File: src/hdl/rme_pkg.sv
`default_nettype none
// ----------------------------------------------------------------------------
// rme_pkg
// shared constants, types and helper functions for the euler angle block
// ----------------------------------------------------------------------------
package rme_pkg;

    localparam int CORDIC_STAGES = 16;
    localparam int SQRT_STAGES   = 16;
    localparam int CW            = 36;
    localparam int ZW            = 28;
    localparam logic signed [ZW-1:0] HALF_PI_Q24 = 28'sd26353589;
    localparam logic signed [15:0]   PI_Q13      = 16'sd25736;

    typedef struct packed {
        logic signed [CW-1:0] x;
        logic signed [CW-1:0] y;
        logic signed [ZW-1:0] z;
        logic                 zero;
    } t_cvec;

    typedef struct packed {
        logic [31:0] rem;
        logic [31:0] num;
        logic [15:0] root;
    } t_sqrt;

    typedef struct packed {
        logic signed [15:0] e00;
        logic signed [15:0] e10;
        logic signed [15:0] e20;
        logic signed [15:0] e21;
        logic signed [15:0] e22;
        logic signed [15:0] e11;
        logic signed [15:0] e12;
    } t_mat;

    function automatic logic signed [ZW-1:0] atan_q24(input int i);
        logic signed [ZW-1:0] v;
        begin
            case (i)
                0: v = 28'sd13176795;
                1: v = 28'sd7778716;
                2: v = 28'sd4110060;
                3: v = 28'sd2086331;
                4: v = 28'sd1047214;
                5: v = 28'sd524117;
                6: v = 28'sd262123;
                7: v = 28'sd131069;
                default: v = (i < 24) ? (28'sd1 <<< (24 - i)) : 28'sd0;
            endcase
            return v;
        end
    endfunction

    // prerotation into the right half plane, inputs in q1.14
    function automatic t_cvec cordic_init(input logic signed [16:0] y,
                                          input logic signed [16:0] x);
        t_cvec v;
        logic signed [CW-1:0] xs;
        logic signed [CW-1:0] ys;
        begin
            xs = CW'(x) <<< 16;
            ys = CW'(y) <<< 16;
            v.zero = (x == 17'sd0) && (y == 17'sd0);
            v.z = '0;
            v.x = xs;
            v.y = ys;
            if (x < 0) begin
                if (y >= 0) begin
                    v.x = ys;
                    v.y = -xs;
                    v.z = HALF_PI_Q24;
                end else begin
                    v.x = -ys;
                    v.y = xs;
                    v.z = -HALF_PI_Q24;
                end
            end
            return v;
        end
    endfunction

    function automatic logic signed [15:0] cordic_final(input t_cvec v);
        logic signed [ZW-1:0] r;
        begin
            r = (v.z + ZW'(1024)) >>> 11;
            if (v.zero) begin
                r = '0;
            end else if (r > ZW'(PI_Q13)) begin
                r = ZW'(PI_Q13);
            end else if (r < -ZW'(PI_Q13)) begin
                r = -ZW'(PI_Q13);
            end
            return r[15:0];
        end
    endfunction

endpackage
`default_nettype wire

File: src/hdl/rme_cordic_cell.sv
`default_nettype none
// ----------------------------------------------------------------------------
// rme_cordic_cell
// one vectoring cordic stage with three lanes, registered
// ----------------------------------------------------------------------------
module rme_cordic_cell
    import rme_pkg::*;
(
    input  wire logic       i_clk,
    input  wire logic       i_en,
    input  wire logic [4:0] i_stage,
    input  wire t_cvec      i_a,
    input  wire t_cvec      i_b,
    input  wire t_cvec      i_c,
    output t_cvec           o_a,
    output t_cvec           o_b,
    output t_cvec           o_c
);

    t_cvec r_a, r_b, r_c;

    function automatic t_cvec step(input t_cvec v, input logic [4:0] s);
        t_cvec w;
        begin
            w = v;
            if (v.y >= 0) begin
                w.x = v.x + (v.y >>> s);
                w.y = v.y - (v.x >>> s);
                w.z = v.z + atan_q24(int'(s));
            end else begin
                w.x = v.x - (v.y >>> s);
                w.y = v.y + (v.x >>> s);
                w.z = v.z - atan_q24(int'(s));
            end
            return w;
        end
    endfunction

    always_ff @(posedge i_clk) begin
        if (i_en) begin
            r_a <= step(i_a, i_stage);
            r_b <= step(i_b, i_stage);
            r_c <= step(i_c, i_stage);
        end
    end

    assign o_a = r_a;
    assign o_b = r_b;
    assign o_c = r_c;

endmodule
`default_nettype wire

File: config.mk
export PLATFORM = sky130hd
export DESIGN_NAME = rme_cordic_cell
export DESIGN_NICKNAME = d
export VERILOG_FILES = /design/src/hdl/rme_pkg.sv /design/src/hdl/rme_cordic_cell.sv
export SDC_FILE = /design/constraint.sdc
export NUM_CORES = 2
export LEC_CHECK = 0
export BUFFER_PORTS_ARGS = -buffer_cell sky130_fd_sc_hd__buf_2
export CORE_UTILIZATION = 33
export DETAILED_ROUTE_END_ITERATION = 6
export GPL_TIMING_DRIVEN = 0
export REMOVE_ABC_BUFFERS = 1
export SETUP_SLACK_MARGIN = 0.02
export SYNTH_ARGS = -nofsm -noshare
export SYNTH_HDL_FRONTEND = slang
export SYNTH_SLANG_ARGS = --single-unit
export TNS_END_PERCENT = 5
File: constraint.sdc
create_clock -name i_clk -period 11.8 [get_ports i_clk]
set_input_delay 2.36 -clock i_clk [delete_from_list [all_inputs] [get_ports i_clk]]
set_output_delay 2.36 -clock i_clk [all_outputs]
set_load 0.05 [all_outputs]
==> out/metrics.yaml <==
fp.dieH_um: 371
fin_crit_sh: 0.956
fin_hold_ws_ns: 1.91
intPower_mw: 3.67
via_count: 44500
grt_pass1_vias: 41900
rows: 135
htreeDepth: 2
routed_wl_mm: 191
setup_ws_ns: 0.524
final_util: 0.378
p_leak_nw: 20.5
grt_max_degree: 135
critPathLaunchType: "primary input"
powerDensity_nw_per_um2: 140
critPathMaxStageDelay_ns: 1.20
fin_setup_tns_ns: 0
ioPinCount: 613
finalSetupViolCount: 0
violations: "DRC"
ctsLongestPathBuffers: 3
seqCellArea_um2: 9100
yosysTopAreaCell: "edfxtp_1"
synth_async_sr_flop_share: 0
yosys.area.top_type_share: 0.202
relSlewSlack: 0.0519
p_clk_frac: 0.169
syn_area_um2: 45000
rsz0062_at_grt: "false"
cts_sinks: 303
synth_top_flop_cell: "edfxtp_1"
cts_tree: "built"
clk_pin_slew_worst_paths_ns: 0.05
final_common_cell: "buf_2"
viasPerCell: 6.18
hpwl_mm: 147
crit_type: "primary input to flop"
cp_max_fo: 95
switching_share: 0.490
worst_pin_slew_ns: 1.39
cpMostUsedCell: "nor2_1"
synth_edf_count: 303
dpl_worst_slack_ns: 0.123
dp.cells: 7107
die_x_um: 371
synthCells: 4968
cts_buffers: 40
drt_pass1_iterations: 7
drc: 18
min-delay-path-class: "primary input to flop"
routabilityCongestion: 0.945
seq_power_share: 0.232
nFillCells: 13900
start_util: 0.332
instances_no_fill: 7206
overflow: 0
drt_iter0_drc: 5056
postSynthRegisterBits: 303
cts-root-buf: "clkbuf_16"
synth_warnings: 0
layout_common_cells: "buf_2, nand2_1, nor2_1"
endpoint_kind: "flop"
grt_pass1_wl_mm: 277
syn_area_per_cell_um2: 9.06
drive_above_1_share: 0.217
ant_nets: 0
io_buffers: 612
slowest_stage: "a2111oi_0"
peakVddDrop_uv: 123
synthTopCellsByArea: "edfxtp_1, mux4_2, ha_1, xnor2_1, mux2i_1"
multi_input_area_um2: 34100
ctsHoldBuffers: 0
core_um2: 135000
p_sw_mw: 3.53
nets: 5994
pwr-share-comb: 0.599
slew_violations: 0
hold_viol_final: 0
synth-seq-area-share: 0.202
crit_family: "compound AO/OA/AOI/OAI gates"
yosys.cell_types.count: 102
finalCriticalPeriod_ns: 11.28
status: "complete, but fails checks"
required_ns: 12.19
area_growth_pct: 13.8
antenna_found_initial: 49
fmax_ghz: 0.0887
die_area_um2: 138000
crit_arrival_ns: 11.67
crit_buf_inv: 5
grt.total_usage: 0.266
avgRoutedWirePerCell_um: 26.5
max_cap_violations: 0
-- final timing paths --
check | from | endpoint | depth (start not counted)
worst min-delay path | i_a[0] | o_a[0] | 1
worst max-delay path | i_stage[0] | o_c[64] | 28
-- repair_timing --
| action | 4_1_cts | 5_1_grt |
|---|---|---|
| setup buffers | 0 | 1 |
| gates resized for setup | 0 | 1 |
| endpoints found under the setup margin | 0 | 1 |
-- cells in the mapped netlist (12+ instances only) --
cell      number
a211oi_1      51
nor2_1       390
and2_1        34
nor4_1        12
o21a_1        65
and3_1        40
o21ai_1       19
a31oi_1       66
mux2_2        90
o22a_1        12
buf_1         32
or3_1         40
o211ai_1      36
a221o_1       24
nand4_1       26
a221oi_1      27
nand2_1      463
clkbuf_1     147
o221ai_1      20
o21ai_0      335
nand2b_1      72
o21bai_1      46
edfxtp_1     303
xor2_1       152
nand3_1      103
buf_6         24
a21boi_0      18
a21oi_1      334
nor3_1        70
ha_1         305
a22oi_1       17
buf_4         17
o31ai_1       44
o22ai_1       61
or2_2         25
mux2i_1      217
buf_2         73
nand3b_1      13
nor2b_1       41
inv_1        114
a21o_1       133
mux4_2       286
a211o_1       19
xnor2_1      305
-- power by group through the flow --
stage / Clock (mW) / Combinational [mW] / Sequential (mW)
floorplan: 0 / 2.03 / 2.66
global placement: 0 / 4.28 / 1.70
detailed placement: 0 / 4.25 / 1.69
CTS: 1.25 / 4.27 / 1.67
global route: 1.28 / 4.60 / 1.69
finish: 1.21 / 4.31 / 1.67
-- through the flow --
stage               area [um2]  power (mW)
detailed placement       49900        5.94
global route             51200        7.58
finish                   51200        7.19
global placement         48900        5.98
floorplan                43600        4.69
CTS                      51100        7.20
-- routing by layer --
metal	global-route usage	wire, um	up-vias
li1	-	-	20000
met1	0.346	77300	21600
met2	0.413	84500	2468
met3	0.0670	19700	471
met4	0.122	9290	30
met5	0	185	-
-- flip-flops by register name, summed over array words and instances (netlist names) --
signal / flops
o_a: 101
o_b: 101
o_c: 101
-- cell families after synthesis --
group | Yosys count | share of synthesized area
compound gates | 1488 | 0.217
simple gates | 1390 | 0.145
mux | 603 | 0.216
xor+xnor | 457 | 0.0889
buf+inv | 413 | 0.0419
fa+ha+maj | 314 | 0.0888
flops | 303 | 0.202
-- area by class of cell --
type	instances	share of cell area
Sequential cell	303	0.178
Antenna cell	25	0.00122
Timing Repair Buffer	653	0.0782
Tap cell	1781	0.0435
Inverter	120	0.00909
Clock inverter	24	0.00449
Clock buffer	48	0.0201
Multi-Input combinational cell	4252	0.666
No activity file was read; power rests on OpenSTA's default activity.
