**src/hdl/rme_pkg.sv**
```systemverilog
`default_nettype none
// ----------------------------------------------------------------------------
// rme_pkg
// shared constants, types and helper functions for the euler angle block
// ----------------------------------------------------------------------------
package rme_pkg;

    localparam int CORDIC_STAGES = 16;
    localparam int SQRT_STAGES   = 16;
    localparam int CW            = 36;
    localparam int ZW            = 28;
    localparam logic signed [ZW-1:0] HALF_PI_Q24 = 28'sd26353589;
    localparam logic signed [15:0]   PI_Q13      = 16'sd25736;

    typedef struct packed {
        logic signed [CW-1:0] x;
        logic signed [CW-1:0] y;
        logic signed [ZW-1:0] z;
        logic                 zero;
    } t_cvec;

    typedef struct packed {
        logic [31:0] rem;
        logic [31:0] num;
        logic [15:0] root;
    } t_sqrt;

    typedef struct packed {
        logic signed [15:0] e00;
        logic signed [15:0] e10;
        logic signed [15:0] e20;
        logic signed [15:0] e21;
        logic signed [15:0] e22;
        logic signed [15:0] e11;
        logic signed [15:0] e12;
    } t_mat;

    function automatic logic signed [ZW-1:0] atan_q24(input int i);
        logic signed [ZW-1:0] v;
        begin
            case (i)
                0: v = 28'sd13176795;
                1: v = 28'sd7778716;
                2: v = 28'sd4110060;
                3: v = 28'sd2086331;
                4: v = 28'sd1047214;
                5: v = 28'sd524117;
                6: v = 28'sd262123;
                7: v = 28'sd131069;
                default: v = (i < 24) ? (28'sd1 <<< (24 - i)) : 28'sd0;
            endcase
            return v;
        end
    endfunction

    // prerotation into the right half plane, inputs in q1.14
    function automatic t_cvec cordic_init(input logic signed [16:0] y,
                                          input logic signed [16:0] x);
        t_cvec v;
        logic signed [CW-1:0] xs;
        logic signed [CW-1:0] ys;
        begin
            xs = CW'(x) <<< 16;
            ys = CW'(y) <<< 16;
            v.zero = (x == 17'sd0) && (y == 17'sd0);
            v.z = '0;
            v.x = xs;
            v.y = ys;
            if (x < 0) begin
                if (y >= 0) begin
                    v.x = ys;
                    v.y = -xs;
                    v.z = HALF_PI_Q24;
                end else begin
                    v.x = -ys;
                    v.y = xs;
                    v.z = -HALF_PI_Q24;
                end
            end
            return v;
        end
    endfunction

    function automatic logic signed [15:0] cordic_final(input t_cvec v);
        logic signed [ZW-1:0] r;
        begin
            r = (v.z + ZW'(1024)) >>> 11;
            if (v.zero) begin
                r = '0;
            end else if (r > ZW'(PI_Q13)) begin
                r = ZW'(PI_Q13);
            end else if (r < -ZW'(PI_Q13)) begin
                r = -ZW'(PI_Q13);
            end
            return r[15:0];
        end
    endfunction

endpackage
`default_nettype wire

```
**src/hdl/rme_sqrt_cell.sv**
```systemverilog
`default_nettype none
// ----------------------------------------------------------------------------
// rme_sqrt_cell
// one restoring square root digit, carries the matrix alongside
// ----------------------------------------------------------------------------
module rme_sqrt_cell
    import rme_pkg::*;
(
    input  wire logic  i_clk,
    input  wire logic  i_en,
    input  wire t_sqrt i_s,
    input  wire t_mat  i_m,
    output t_sqrt      o_s,
    output t_mat       o_m
);

    t_sqrt r_s;
    t_mat  r_m;
    t_sqrt n_s;
    logic [33:0] rem2;
    logic [33:0] trial;

    always_comb begin
        rem2  = {i_s.rem, i_s.num[31:30]};
        trial = {16'd0, i_s.root, 2'b01};
        n_s.num = {i_s.num[29:0], 2'b00};
        if (rem2 >= trial) begin
            n_s.rem  = 32'(rem2 - trial);
            n_s.root = {i_s.root[14:0], 1'b1};
        end else begin
            n_s.rem  = rem2[31:0];
            n_s.root = {i_s.root[14:0], 1'b0};
        end
    end

    always_ff @(posedge i_clk) begin
        if (i_en) begin
            r_s <= n_s;
            r_m <= i_m;
        end
    end

    assign o_s = r_s;
    assign o_m = r_m;

endmodule
`default_nettype wire

```
**config.mk**
```make
export PLATFORM = sky130hd
export DESIGN_NAME = rme_sqrt_cell
export DESIGN_NICKNAME = d
export VERILOG_FILES = /design/src/hdl/rme_pkg.sv /design/src/hdl/rme_sqrt_cell.sv
export SDC_FILE = /design/constraint.sdc
export NUM_CORES = 1
export LEC_CHECK = 0
export BUFFER_PORTS_ARGS = -buffer_cell sky130_fd_sc_hd__buf_2
export CORE_AREA = 4 4 150 152
export DETAILED_ROUTE_END_ITERATION = 12
export DIE_AREA = 0 0 154 156
export GPL_TIMING_DRIVEN = 0
export PLACE_DENSITY = 0.65
export SLEW_MARGIN = 20
export SYNTH_ARGS = -nofsm -noshare
export SYNTH_HDL_FRONTEND = slang
export SYNTH_SLANG_ARGS = --single-unit
```
**constraint.sdc**
```tcl
create_clock -name i_clk -period 2.6 [get_ports i_clk]
set_input_delay 0.13 -clock i_clk [delete_from_list [all_inputs] [get_ports i_clk]]
set_output_delay 0.13 -clock i_clk [all_outputs]
set_load 0.02 [all_outputs]
```
==> impl_metrics.env <==
export IMPL_status="completed"
export IMPL_fp_dieW_um=154
export IMPL_hold_viol=0
export IMPL_hold_depth=2
export IMPL_syn_to_final_growth_pct=61.0
export IMPL_place_ws_ns=-0.194
export IMPL_drt_iter0_markers=466
export IMPL_powerDensity_nw_per_um2=654
export IMPL_drt_total_wl_mm=26.8
export IMPL_synthFlopType="edfxtp_1"
export IMPL_max_cap_violations=0
export IMPL_path_delay_family="compound AO/OA/AOI/OAI gates"
export IMPL_cts_inserted_buffers=17
export IMPL_crit_type="in -> reg"
export IMPL_routedWlPerCell_um=20.6
export IMPL_fin_ws_ns=0.244
export IMPL_ir_worst_vdd_v=0.000451
export IMPL_max_stage_delay_ns=0.40
export IMPL_cts_tree="yes"
export IMPL_relSlewSlack_pct=53.8
export IMPL_fmax_mhz=424
export IMPL_yosysMostFrequentCell="edfxtp_1"
export IMPL_row_count=53
export IMPL_gp_congestion=0.859
export IMPL_die_area_um2=24000
export IMPL_core_um2=21000
export IMPL_dpl_cell_area_um2=9740
export IMPL_path_buf_inv=4
export IMPL_routed_via_count=6284
export IMPL_drive_gt1_share_pct=42.4
export IMPL_drc=0
export IMPL_cp_required_ns=2.77
export IMPL_grt_overflow=0
export IMPL_synth_edff_count=190
export IMPL_start_util_pct=35.3
export IMPL_cts_root_buf="clkbuf_16"
export IMPL_grt_use_total_pct=21.5
export IMPL_cts_sinks=190
export IMPL_die_height_um=156
export IMPL_hpwlAfterDp_mm=18.9
export IMPL_hold_class="in -> reg"
export IMPL_crit_start="i_s[14]"
export IMPL_ys_top_cells_by_area="edfxtp_1 (77%), ha_1 (3.0%), xnor2_1 (1.9%), a21oi_1 (1.8%), inv_1 (1.2%)"
export IMPL_slew_viol_final=0
export IMPL_synth_largest_area_cell="edfxtp_1"
export IMPL_grt_pass1_vias=6409
export IMPL_rsz0062_at_grt="false"
export IMPL_cts_clk_slew_worst_paths_ns=0.08
export IMPL_holdWs_ns=0.0160
export IMPL_drt_pass1_iterations=4
export IMPL_crit_path_end_kind="flip-flop"
export IMPL_max_slew_worst_pin_slew_ns=0.689
export IMPL_htreeDepth=4
export IMPL_cp_data_arrival_time_ns=2.52
export IMPL_yosysSeqAreaShare_pct=77.0
export IMPL_ys_warn_count=0
export IMPL_grt_pass1_wl_mm=39.2
export IMPL_path_max_fanout=10
export IMPL_io_buffers=382
export IMPL_layout_nets=1227
export IMPL_cp_cell_sequence="buf_2 -> inv_1 -> ha_1 -> buf_2 -> nand4_1 -> or2_0 -> o311ai_1 -> and4b_4 -> buf_4 -> a311oi_1 -> xor2_1"
export IMPL_syn_cell_area_um2=7410
export IMPL_setup_viol=0
export IMPL_synth_cells=451
export IMPL_antenna_left=0
export IMPL_min_from="i_s[67]"
export IMPL_start_kind="primary input"
export IMPL_ys_seq_elements=190
export IMPL_postLayoutCellArea_um2=11900
export IMPL_cpMostUsedCell="buf_2"
export IMPL_grt_max_degree=105
export IMPL_synth_top_area_share_pct=77.0
export IMPL_whs_endpoint="o_s[69]$_DFFE_PP_"
export IMPL_vias_per_cell=4.82
export IMPL_cp_slowest_cell="a311oi_1"
export IMPL_synth_top_cells_by_count="edfxtp_1 (190), a21oi_1 (27), inv_1 (24), nor2_1 (21)"
export IMPL_leakagePower_nw=5.14
export IMPL_num_io_pins=386
export IMPL_syn_area_per_cell_um2=16.4
export IMPL_finalCritPeriodShare_pct=90.6
export IMPL_synth_cell_type_count=57
export IMPL_clockBufferDepth=2
export IMPL_antenna_found_initial=2
export IMPL_async_flop_share_pct=0
export IMPL_min_period_ns=2.36
## cells in the final DEF (no fill, tap or decap), types with 13 or more instances in the layout
cell type,count
buf_2,388
edfxtp_1,190
dlygate4sd3_1,160
a21oi_1,27
inv_1,24
nor2_1,21
nand2_1,18
ha_1,18
clkbuf_16,17
xnor2_1,16
o21ai_0,13
## metrics by stage
step	utilization, %	TNS, ns	power [mW]	std cells
2_1_floorplan	-	0	4.44	452
3_5_place_dp	46.3	-0.776	5.04	1111
6_report	56.8	0	7.81	1304
3_3_place_gp	46.0	-207.34	5.02	1109
5_1_grt	56.8	0	8.12	1304
4_1_cts	56.7	0	7.85	1301
## flip-flops by register name, indices dropped and copies added, names as in the netlist
| signal | count |
|---|---|
| o_m | 112 |
| o_s | 78 |
## per-layer routing
layer	part of all wire (%)	up-vias	global-route usage (%)
met4	3.4	2	9.55
met3	7.0	44	5.55
met2	54	302	39.2
li1	-	2870	-
met5	0.041	-	0
met1	36	3066	23.7
## cells by family (layout without fill, tap and decap cells)
group / count (synthesis) / count (layout) / synth area share [%]
adder cells (fa/ha/maj): 18 / 18 / 3.04
buffers and inverters: 40 / 616 / 2.46
XOR/XNOR: 26 / 26 / 3.07
AO/OA/AOI/OAI: 82 / 82 / 7.50
AND/OR/NAND/NOR: 94 / 94 / 6.89
flip-flops: 190 / 190 / 77.0
other: 1 / 3 / 0.0506
## what timing repair did
action,4_1_cts,5_1_grt
hold endpoints to repair,162,2
setup buffers,0,0
resized for setup,0,0
hold buffers,158,2
## area by class of cell
cell class              count  area, um2
well taps                 275        344
inverters                  25       93.8
multi-input cells         222       1530
diodes                      1       2.50
clock buffers              18        429
flip-flops and latches    190       5710
repair buffers            544       3580
fillers                  1678       9090
clock inverters            14        165
plain buffers              15       88.8
## power breakdown
group / internal [mW] / total, mW / switching [mW]
Combinational: 0.581 / 1.44 / 0.860
Sequential: 3.67 / 3.74 / 0.0693
Clock: 1.30 / 2.63 / 1.33
## how the worst max path moves through the flow
stage               cells past startpoint           endpoint  slack (ns)
floorplan                               9  o_s[64]$_DFFE_PP_        0.28
detailed placement                     11  o_s[72]$_DFFE_PP_       -0.19
CTS                                    11  o_s[72]$_DFFE_PP_        0.25
global placement                        1  o_s[72]$_DFFE_PP_       -1.11
global route                           10  o_s[76]$_DFFE_PP_        0.07
finish                                 11  o_s[72]$_DFFE_PP_        0.24
Note: power is estimated with default switching activity, not from simulation.
